**config.mk**
```make
export PLATFORM = sky130hd
export DESIGN_NAME = halton_radical_inverse
export DESIGN_NICKNAME = d
export VERILOG_FILES = /design/src/hdl/hri_pkg.sv /design/src/hdl/hri_digit_step.sv /design/src/hdl/hri_frac_step.sv /design/src/hdl/halton_radical_inverse.sv
export SDC_FILE = /design/constraint.sdc
export NUM_CORES = 1
export LEC_CHECK = 0
export BUFFER_PORTS_ARGS = -buffer_cell sky130_fd_sc_hd__buf_2
export CAP_MARGIN = 25
export CORE_ASPECT_RATIO = 0.6
export CORE_UTILIZATION = 35
export DETAILED_ROUTE_END_ITERATION = 10
export PLACE_DENSITY = 0.63
export SLEW_MARGIN = 10
export SYNTH_ARGS = -nofsm -noshare
export SYNTH_HDL_FRONTEND = slang
export SYNTH_HIERARCHICAL = 1
export SYNTH_SLANG_ARGS = --single-unit
```
**constraint.sdc**
```tcl
create_clock -name clk -period 14.75 [get_ports clk]
set_clock_uncertainty 0.1 [all_clocks]
set_input_delay 1.475 -clock clk [delete_from_list [all_inputs] [get_ports clk]]
set_output_delay 1.475 -clock clk [all_outputs]
set_load 0.05 [all_outputs]
```
**src/hdl/hri_pkg.sv**
```systemverilog
package hri_pkg;

    localparam int RADIX_BITS  = 6;
    localparam int INDEX_WIDTH = 32;
    localparam int OUT_BITS    = 32;
    localparam int DIGIT_STEPS = 8;

    localparam logic [RADIX_BITS-1:0] RADIX_MIN = 6'd2;

    typedef enum logic [3:0] {
        ST_IDLE  = 4'b0001,
        ST_DIGIT = 4'b0010,
        ST_FRAC  = 4'b0100,
        ST_HOLD  = 4'b1000
    } state_t;

    typedef struct packed {
        logic [RADIX_BITS-1:0]  rem;
        logic [DIGIT_STEPS-1:0] quo;
    } digit_res_t;

endpackage

```
**src/hdl/hri_digit_step.sv**
```systemverilog
module hri_digit_step (
    input  logic [hri_pkg::RADIX_BITS-1:0]  rem_in,
    input  logic [hri_pkg::DIGIT_STEPS-1:0] chunk,
    input  logic [hri_pkg::RADIX_BITS-1:0]  radix,
    output hri_pkg::digit_res_t             res
);
    import hri_pkg::*;

    logic [RADIX_BITS:0]    trial;
    logic [RADIX_BITS-1:0]  r;
    logic [DIGIT_STEPS-1:0] q;

    // restoring division of a byte by the radix, remainder stays narrow
    always_comb
    begin
        r     = rem_in;
        q     = '0;
        trial = '0;
        for (int i = DIGIT_STEPS - 1; i >= 0; i--)
        begin
            trial = {r, chunk[i]};
            if (trial >= {1'b0, radix})
            begin
                trial = trial - {1'b0, radix};
                q[i]  = 1'b1;
            end
            r = trial[RADIX_BITS-1:0];
        end
        res.rem = r;
        res.quo = q;
    end

endmodule

```
**src/hdl/hri_frac_step.sv**
```systemverilog
module hri_frac_step #(
    parameter int WIDTH = 38
) (
    input  logic [WIDTH-1:0] rem_in,
    input  logic [WIDTH-1:0] den,
    output logic [WIDTH-1:0] rem_out,
    output logic             bit_out
);
    logic [WIDTH:0] shifted;
    logic [WIDTH:0] diff;

    // one bit of long division, remainder stays below den while rem_in is below den
    always_comb
    begin
        shifted = {rem_in, 1'b0};
        diff    = shifted - {1'b0, den};
        bit_out = (shifted >= {1'b0, den});
        rem_out = bit_out ? diff[WIDTH-1:0] : shifted[WIDTH-1:0];
    end

endmodule

```
**src/hdl/halton_radical_inverse.sv**
```systemverilog
// each digit runs through the byte-serial radix divider, the fraction through a
// one-bit-per-cycle long divider; one request in flight, the next accepted once the
// result is registered; reset clears the sequencer and the output valid; no state survives a request
module halton_radical_inverse #(
    parameter int INDEX_BITS    = 32,
    parameter int FRACTION_BITS = 32
) (
    input  logic                              clk,
    input  logic                              rst_n,
    input  logic                              in_valid,
    output logic                              in_stall,
    input  logic [hri_pkg::INDEX_WIDTH-1:0]   point_index,
    input  logic [hri_pkg::RADIX_BITS-1:0]    radix,
    output logic                              out_valid,
    input  logic                              out_stall,
    output logic [hri_pkg::OUT_BITS-1:0]      fraction
);
    import hri_pkg::*;

    localparam int PASSES = (INDEX_BITS + DIGIT_STEPS - 1) / DIGIT_STEPS;
    localparam int NW     = PASSES * DIGIT_STEPS;
    localparam int DW     = INDEX_BITS + RADIX_BITS;
    localparam int PCW    = (PASSES > 1) ? $clog2(PASSES) : 1;
    localparam int FCW    = $clog2(FRACTION_BITS);

    state_t                   state_reg, state_next;
    logic [PCW-1:0]           pass_cnt_reg, pass_cnt_next;
    logic [FCW-1:0]           frac_cnt_reg, frac_cnt_next;
    logic                     pend_reg, pend_next;
    logic                     out_valid_reg, out_valid_next;

    logic [NW-1:0]            n_reg, n_next;
    logic [RADIX_BITS-1:0]    b_reg, b_next;
    logic [RADIX_BITS-1:0]    rem_reg, rem_next;
    logic [RADIX_BITS-1:0]    dig_reg, dig_next;
    logic [DW-1:0]            rev_reg, rev_next;
    logic [DW-1:0]            den_reg, den_next;
    logic [FRACTION_BITS-1:0] q_reg, q_next;
    logic [OUT_BITS-1:0]      fraction_reg, fraction_next;

    logic [NW+INDEX_WIDTH-1:0]   idx_wide;
    logic [INDEX_BITS-1:0]       idx_masked;
    logic [NW+INDEX_BITS-1:0]    idx_pad;
    logic [OUT_BITS+FRACTION_BITS-1:0] q_pad;
    logic [NW+DIGIT_STEPS-1:0]   n_shift;

    logic                     accept;
    logic                     pass_last;
    logic                     frac_last;
    logic [RADIX_BITS-1:0]    step_rem_in;
    digit_res_t               step_res;
    logic [DW+RADIX_BITS-1:0] rev_prod;
    logic [DW+RADIX_BITS-1:0] den_prod;
    logic [DW-1:0]            frac_rem;
    logic                     frac_bit;

    assign idx_wide   = {{NW{1'b0}}, point_index};
    assign idx_masked = idx_wide[INDEX_BITS-1:0];
    assign idx_pad    = {{NW{1'b0}}, idx_masked};
    assign q_pad      = {{OUT_BITS{1'b0}}, q_reg};

    assign in_stall  = (state_reg != ST_IDLE);
    assign accept    = in_valid && !in_stall;
    assign out_valid = out_valid_reg;
    assign fraction  = fraction_reg;

    assign pass_last = (pass_cnt_reg == PCW'(PASSES - 1));
    assign frac_last = (frac_cnt_reg == FCW'(FRACTION_BITS - 1));

    // remainder restarts at zero with the top byte of each digit division
    assign step_rem_in = (pass_cnt_reg == '0) ? '0 : rem_reg;

    hri_digit_step u_digit (
        .rem_in (step_rem_in),
        .chunk  (n_reg[NW-1 -: DIGIT_STEPS]),
        .radix  (b_reg),
        .res    (step_res)
    );

    hri_frac_step #(
        .WIDTH (DW)
    ) u_frac (
        .rem_in  (rev_reg),
        .den     (den_reg),
        .rem_out (frac_rem),
        .bit_out (frac_bit)
    );

    assign n_shift  = {n_reg, step_res.quo};
    assign rev_prod = {{RADIX_BITS{1'b0}}, rev_reg} * {{DW{1'b0}}, b_reg}
                    + {{DW{1'b0}}, dig_reg};
    assign den_prod = {{RADIX_BITS{1'b0}}, den_reg} * {{DW{1'b0}}, b_reg};

    always_comb
    begin
        state_next     = state_reg;
        pass_cnt_next  = pass_cnt_reg;
        frac_cnt_next  = frac_cnt_reg;
        pend_next      = pend_reg;
        out_valid_next = out_valid_reg;
        n_next         = n_reg;
        b_next         = b_reg;
        rem_next       = rem_reg;
        dig_next       = dig_reg;
        rev_next       = rev_reg;
        den_next       = den_reg;
        q_next         = q_reg;
        fraction_next  = fraction_reg;

        if (out_valid_reg && !out_stall)
        begin
            out_valid_next = 1'b0;
        end

        case (state_reg)
            ST_IDLE:
            begin
                if (accept)
                begin
                    n_next        = idx_pad[NW-1:0];
                    b_next        = (radix < RADIX_MIN) ? RADIX_MIN : radix;
                    rev_next      = '0;
                    den_next      = DW'(1);
                    pend_next     = 1'b0;
                    pass_cnt_next = '0;
                    state_next    = ST_DIGIT;
                end
            end
            ST_DIGIT:
            begin
                if (pass_cnt_reg == '0)
                begin
                    // fold in the digit from the previous division
                    if (pend_reg)
                    begin
                        rev_next = rev_prod[DW-1:0];
                        den_next = den_prod[DW-1:0];
                    end
                    pend_next = 1'b0;
                end
                if (pass_cnt_reg == '0 && n_reg == '0)
                begin
                    frac_cnt_next = '0;
                    q_next        = '0;
                    state_next    = ST_FRAC;
                end
                else
                begin
                    n_next   = n_shift[NW-1:0];
                    rem_next = step_res.rem;
                    if (pass_last)
                    begin
                        dig_next      = step_res.rem;
                        pend_next     = 1'b1;
                        pass_cnt_next = '0;
                    end
                    else
                    begin
                        pass_cnt_next = pass_cnt_reg + PCW'(1);
                    end
                end
            end
            ST_FRAC:
            begin
                rev_next = frac_rem;
                q_next   = {q_reg[FRACTION_BITS-2:0], frac_bit};
                if (frac_last)
                begin
                    state_next = ST_HOLD;
                end
                else
                begin
                    frac_cnt_next = frac_cnt_reg + FCW'(1);
                end
            end
            ST_HOLD:
            begin
                if (!out_valid_reg || !out_stall)
                begin
                    fraction_next  = q_pad[OUT_BITS-1:0];
                    out_valid_next = 1'b1;
                    state_next     = ST_IDLE;
                end
            end
            default:
            begin
                state_next = ST_IDLE;
            end
        endcase
    end

    always_ff @(posedge clk or negedge rst_n)
    begin
        if (!rst_n)
        begin
            state_reg     <= ST_IDLE;
            pass_cnt_reg  <= '0;
            frac_cnt_reg  <= '0;
            pend_reg      <= 1'b0;
            out_valid_reg <= 1'b0;
        end
        else
        begin
            state_reg     <= state_next;
            pass_cnt_reg  <= pass_cnt_next;
            frac_cnt_reg  <= frac_cnt_next;
            pend_reg      <= pend_next;
            out_valid_reg <= out_valid_next;
        end
    end

    always_ff @(posedge clk)
    begin
        n_reg        <= n_next;
        b_reg        <= b_next;
        rem_reg      <= rem_next;
        dig_reg      <= dig_next;
        rev_reg      <= rev_next;
        den_reg      <= den_next;
        q_reg        <= q_next;
        fraction_reg <= fraction_next;
    end

    // partial remainder of the digit division never reaches the radix
    a_rem_below_radix : assert property (@(posedge clk) disable iff (!rst_n)
        (state_reg == ST_DIGIT && pass_cnt_reg != '0) |-> rem_reg < b_reg)
        else $error("digit remainder not below radix");

    // mirrored numerator stays below radix^k through the fraction division
    a_rev_below_den : assert property (@(posedge clk) disable iff (!rst_n)
        (state_reg == ST_FRAC) |-> (rev_reg < den_reg))
        else $error("fraction remainder not below denominator");

    // an exhausted index with no pending digit goes straight to the fraction
    a_zero_to_frac : assert property (@(posedge clk) disable iff (!rst_n)
        (state_reg == ST_DIGIT && pass_cnt_reg == '0 && n_reg == '0 && !pend_reg)
        |=> (state_reg == ST_FRAC && frac_cnt_reg == '0))
        else $error("digit loop did not hand over to fraction division");

    // clamped radix is at least two while a request is in flight
    a_radix_clamped : assert property (@(posedge clk) disable iff (!rst_n)
        (state_reg == ST_DIGIT) |-> (b_reg >= RADIX_MIN))
        else $error("radix below two in digit loop");

endmodule

```
==> Word level (Yosys, flattened, before mapping) <==
Cells that the tools add are included.
{ "classes": {"addsub": 12, "n_mul": 2, "magnitude_cmp": 10, "eq_ne": 15, "muxes": 51, "bitwise": 1, "n_reduce_logical": 23} }
{ "ops": {"columns": ["operator", "n"], "rows": [
  ["38-bit two-way mux", 7],
  ["32-bit case mux with 2 select lines", 2],
  ["38-bit case mux with 3 select lines", 1],
  ["32-bit two-way mux", 3],
  ["38-bit by 6-bit multiplier with 38-bit output", 2],
  ["38-bit case mux with 2 select lines", 1],
  ["7-bit by 6-bit greater-or-equal comparator with 1-bit output", 8],
  ["6-bit two-way mux", 9],
  ["6-bit subtractor", 8],
  ["39-bit by 38-bit greater-or-equal comparator with 1-bit output", 1],
  ["38-bit by 6-bit adder with 38-bit output", 1],
  ["38-bit subtractor", 1],
  ["32-bit zero test", 1],
  ["4-bit two-way mux", 4],
  ["2-bit != test (second input constant)", 8],
  ["4-bit case mux with 4 select lines", 1],
  ["1-bit two-way mux", 15],
  ["4-bit AND reduction", 3],
  ["5-bit two-way mux", 2],
  ["5-bit case mux with 2 select lines", 1],
  ["2-bit AND reduction", 5],
  ["3-bit AND reduction", 3],
  ["6-bit by 2-bit < comparator with 1-bit output (second input constant)", 1],
  ["2-bit two-way mux", 3],
  ["18 further kinds", 23]
]} }
{ "totals": {"register_bits": 203, "inputBits": 42, "out_inout_bits": 34} }

==> Longest topological paths before layout <==
{ "depth": {"depth_word": 20, "depth_mapped": 86} }

==> Cells and area by module <==
The synthesis kept the hierarchy.
{ "modules_own_cells": {"columns": ["module", "instances", "cells_per_inst", "area_per_inst_um2", "seq_area_each_um2"], "rows": [
  ["halton_radical_inverse", 1, 2004, 20199.4, 6032.0],
  ["hri_frac_step", 1, 431, 3021.6, 0.0],
  ["hri_digit_step", 1, 391, 2997.9, 0.0]
]} }

==> Worst setup path after synthesis <==
OpenSTA, ideal clock, no wires.
{ "synth_timing": {"path_type": "register -> register", "from": "reg pass_cnt_reg[0]", "to": "reg dig_reg[0] (data pin)", "setup_ns": 0.263, "arrival_time_ns": 15.346, "slack_ns": -0.959, "stages_incl_launch_ff": 82, "path_buffers": 5, "synth_period_minus_slack_ns": 15.709, "path_cell_list": "dfrtp_1 inv_1 ha_1 clkbuf_1 nor2b_1 ha_1 a21o_1 a211oi_4 o21a_1 buf_6 nand2_1 o21ai_0 ha_1 o21a_1 nor2_1 a211oi_1 a221o_1 nor2_1 (+46 left out) a21o_1 a21o_1 a211o_1 a31oi_4 o211ai_4 buf_2 a21oi_1 ha_1 a21o_1 a21o_1 a21oi_1 o21bai_1 o21bai_1 a21o_1 nor2_1 mux2_4 inv_4 mux2i_1"} }
{ "synth_lines": {"columns": ["item", "line_no", "text"], "rows": [
  ["start, declared", "halton_radical_inverse.sv:27", "logic [PCW-1:0] pass_cnt_reg, pass_cnt_next;"],
  ["start signal, assigned", "halton_radical_inverse.sv:205", "pass_cnt_reg <= pass_cnt_next;"],
  ["end signal, assigned", "halton_radical_inverse.sv:217", "dig_reg <= dig_next;"],
  ["end, declared", "halton_radical_inverse.sv:35", "logic [RADIX_BITS-1:0] dig_reg, dig_next;"]
]} }

==> results_dict.tcl <==
set metrics [dict create \
    worstSetupStartpointType "flip-flop" \
    cpMaxStageDelayCell "a221o_1" \
    drive_above_1_share_pct 12.4 \
    initial_core_util_pct 35.5 \
    synthArstFlopShare_pct 6.40 \
    syn_to_final_growth_pct 11.8 \
    cts_tree "built" \
    dpl_cell_area_um2 28000 \
    seq_power_share_pct 48.2 \
    synth_top_area_share_pct 21.8 \
    io_pins 76 \
    synthTopCellsByCount "455 x nand2_1, 278 x fa_1, 278 x inv_1" \
    insertion_delay_ns 0.56 \
    place_inst 3844 \
    slew_headroom_pct 45.8 \
    setup.worst_path.start "pass_cnt_reg[0]" \
    clock_tree.buffer_depth 3 \
    drt-pass1-iter-count 8 \
    violations "DRC" \
    diodes 0 \
    grt_usage_pct 17.9 \
    num_rows 77 \
    routedWlPerCell_um 17.4 \
    antenna_found_initial 3 \
    portBuffers 75 \
    clk_pin_slew_worst_paths_ns 0.06 \
    drc_errors 1 \
    ys_warn_count 6 \
    n_fill_cell 7348 \
    cts_max_level 1 \
    ys_ff_latch 203 \
    synth_seq_area_share_pct 23.0 \
    power_frac_comb_pct 0.6 \
    cts_root_buffer "clkbuf_16" \
    grt_max_degree 71 \
    die_w_um 355 \
    ys.flop_type "edfxtp_1" \
    synth.most_common_cell "nand2_1" \
    p_clk_share_pct 51.2 \
    fmax_mhz 69.2 \
    ctsHoldBuffers 0 \
    peakVddDrop_mv 0.0666 \
    yosysTopAreaCell "edfxtp_1" \
    vias 20600 \
    cts_sinks 203 \
    setup_violations 0 \
    grt_pass1_vias 19800 \
    total_power_mw 1.29 \
    hold_violations 0 \
    fin_crit_sh_pct 98.0 \
    synthesis.area_um2 26200 \
    grt-ovfl-total 0 \
    period_minus_slack_ns 14.45 \
    arrival_ns 14.65 \
    dp_hpwl_um 52100 \
    p_per_area_nw_per_um2 43.9 \
    leakage_nw 13.2 \
    reg2reg_from "pass_cnt_reg[0]" \
    post_synth_inst_count 2826 \
    end_kind "flip-flop" \
    final_util_pct 39.7 \
    coreArea_um2 73900 \
    status "finished, violations left" \
    ys_top_cells_by_area "edfxtp_1 22%, fa_1 21%, ha_1 9.8%" \
    cp.required_ns 14.95 \
    rsz0062_at_grt "yes" \
    layout.nets 3438 \
    synth_edf_count 190 \
    fin_cells 3917 \
    maxCapViolations 0 \
    hp-class "flip-flop to flip-flop" \
    multiInputGateArea_um2 19000 \
    dieArea_um2 76000 \
    swShare_pct 20.1 \
    crit_path_max_incr_delay_ns 0.42 \
    synth.distinct_cells 102 \
    slew_viol_final 0 \
    die_h_um 214 \
    cts_buffers 24 \
    p_int_mw 1.03 \
    power_switching_mw 0.259 \
    place_congestion 0.921 \
    via_per_inst 5.25 \
    grt_first_pass_wirelength_um 111000 \
    hold_start "q_reg[31]" \
    r2r_slack_ns 0.30 \
    critPathKind "flip-flop to flip-flop" \
    cp_max_fo 7 \
    dr.first_iter.drc_count 1832 \
    drtAntennaViolNets 0 \
    fin_area_um2 29300 \
    wirelength_um 68000 \
    register_area_um2 6030 \
    syn_nets 3352 \
    tightest_slew_ns 0.812 \
    avgSynthCellArea_um2 9.28 \
]
[final timing paths]
check | depth (start not counted) | endpoint
max | 76 | dig_reg[0]
min | 0 | fraction[31]
max reg2reg | 76 | dig_reg[0]
min reg2reg | 0 | fraction[31]
max in group asynchronous | 1 | state_reg[0]
min in group asynchronous | 1 | frac_cnt_reg[3]
[layout make-up]
class / instances / share of cell area, %
multi-input combinational: 2234 / 64.8
sequential: 203 / 20.6
tap: 987 / 4.21
timing repair buffer: 168 / 3.80
inverter: 281 / 3.61
clock buffer: 26 / 2.07
clock inverter: 18 / 0.888
[placed cells by master, fill, tap and decap left out, types with 14 or more instances in the layout]
cell type and instances:
a211oi_1 17, a21o_1 66, a21oi_1 117, a21oi_2 17
a31oi_1 15, and2_1 219, and3_1 50, buf_2 75
buf_4 89, clkbuf_16 24, edfxtp_1 190, fa_1 278
ha_1 198, inv_1 273, mux2_2 34, mux2i_1 15
nand2_1 453, nand2b_1 29, nand3_1 32, nand4_1 22
nor2_1 108, nor2b_1 24, nor3_1 16, o211ai_1 14
o21a_1 14, o21ai_0 78, o21ai_1 28, o21bai_1 18
xnor2_1 79, xor2_1 53
[cells by family (layout without fill, tap and decap cells)]
group / after synthesis / after routing / synth area share (%)
AND/OR/NAND/NOR: 1044 / 1044 / 19.6
AO/OA/AOI/OAI: 509 / 510 / 13.3
adder cells (fa/ha/maj): 484 / 484 / 31.1
buffers and inverters: 390 / 493 / 5.90
flip-flops: 203 / 203 / 23.0
XOR/XNOR: 132 / 132 / 4.41
multiplexers: 64 / 64 / 2.71
[stage by stage]
stage | setup slack [ns] | setup TNS (ns) | hold slack [ns]
after floorplan | 0.0161 | 0 | 0.300
after global placement | -0.0320 | -0.0952 | 0.307
after detailed placement | -0.331 | -3.75 | 0.312
after CTS | 0.00382 | 0 | 0.328
after global routing | -0.299 | -3.23 | 0.352
final | 0.299 | 0 | 0.325
[worst max-delay path, delay by kind of cell, from the launching register on]
| kind | cells | cell delay, ns |
|---|---|---|
| buffers and inverters | 6 | 0.51 |
| adders and majority gates | 9 | 2.32 |
| DFF | 1 | 0.38 |
| muxes | 5 | 1.31 |
| AOI/OAI and AO/OA | 41 | 7.47 |
| and+or+nand+nor | 15 | 2.11 |
[power by group through the flow]
stage / Combinational, mW / Clock (mW) / Sequential, mW
global placement: 0.00815 / 0 / 0.633
global route: 0.00897 / 0.694 / 0.620
detailed placement: 0.00818 / 0 / 0.633
floorplan: 0.000753 / 0 / 0.633
finish: 0.00806 / 0.659 / 0.621
CTS: 0.00820 / 0.673 / 0.621
[per-layer routing]
| layer | up-vias | routed length, um | track usage, % |
|---|---|---|---|
| li1 | 9783 | - | - |
| met1 | 10100 | 36800 | 31.0 |
| met4 | 0 | 670 | 2.10 |
| met5 | - | 0 | 0 |
| met3 | 46 | 5390 | 2.87 |
| met2 | 691 | 25200 | 22.7 |
[timing repair]
item,4_1_cts,5_1_grt
pin swaps,2,49
endpoints found under the hold margin,0,0
cloned,0,1
buffers inserted,1,26
resized for setup,8,49
setup endpoints to repair,13,13
Power figures use the tool's default switching activity.
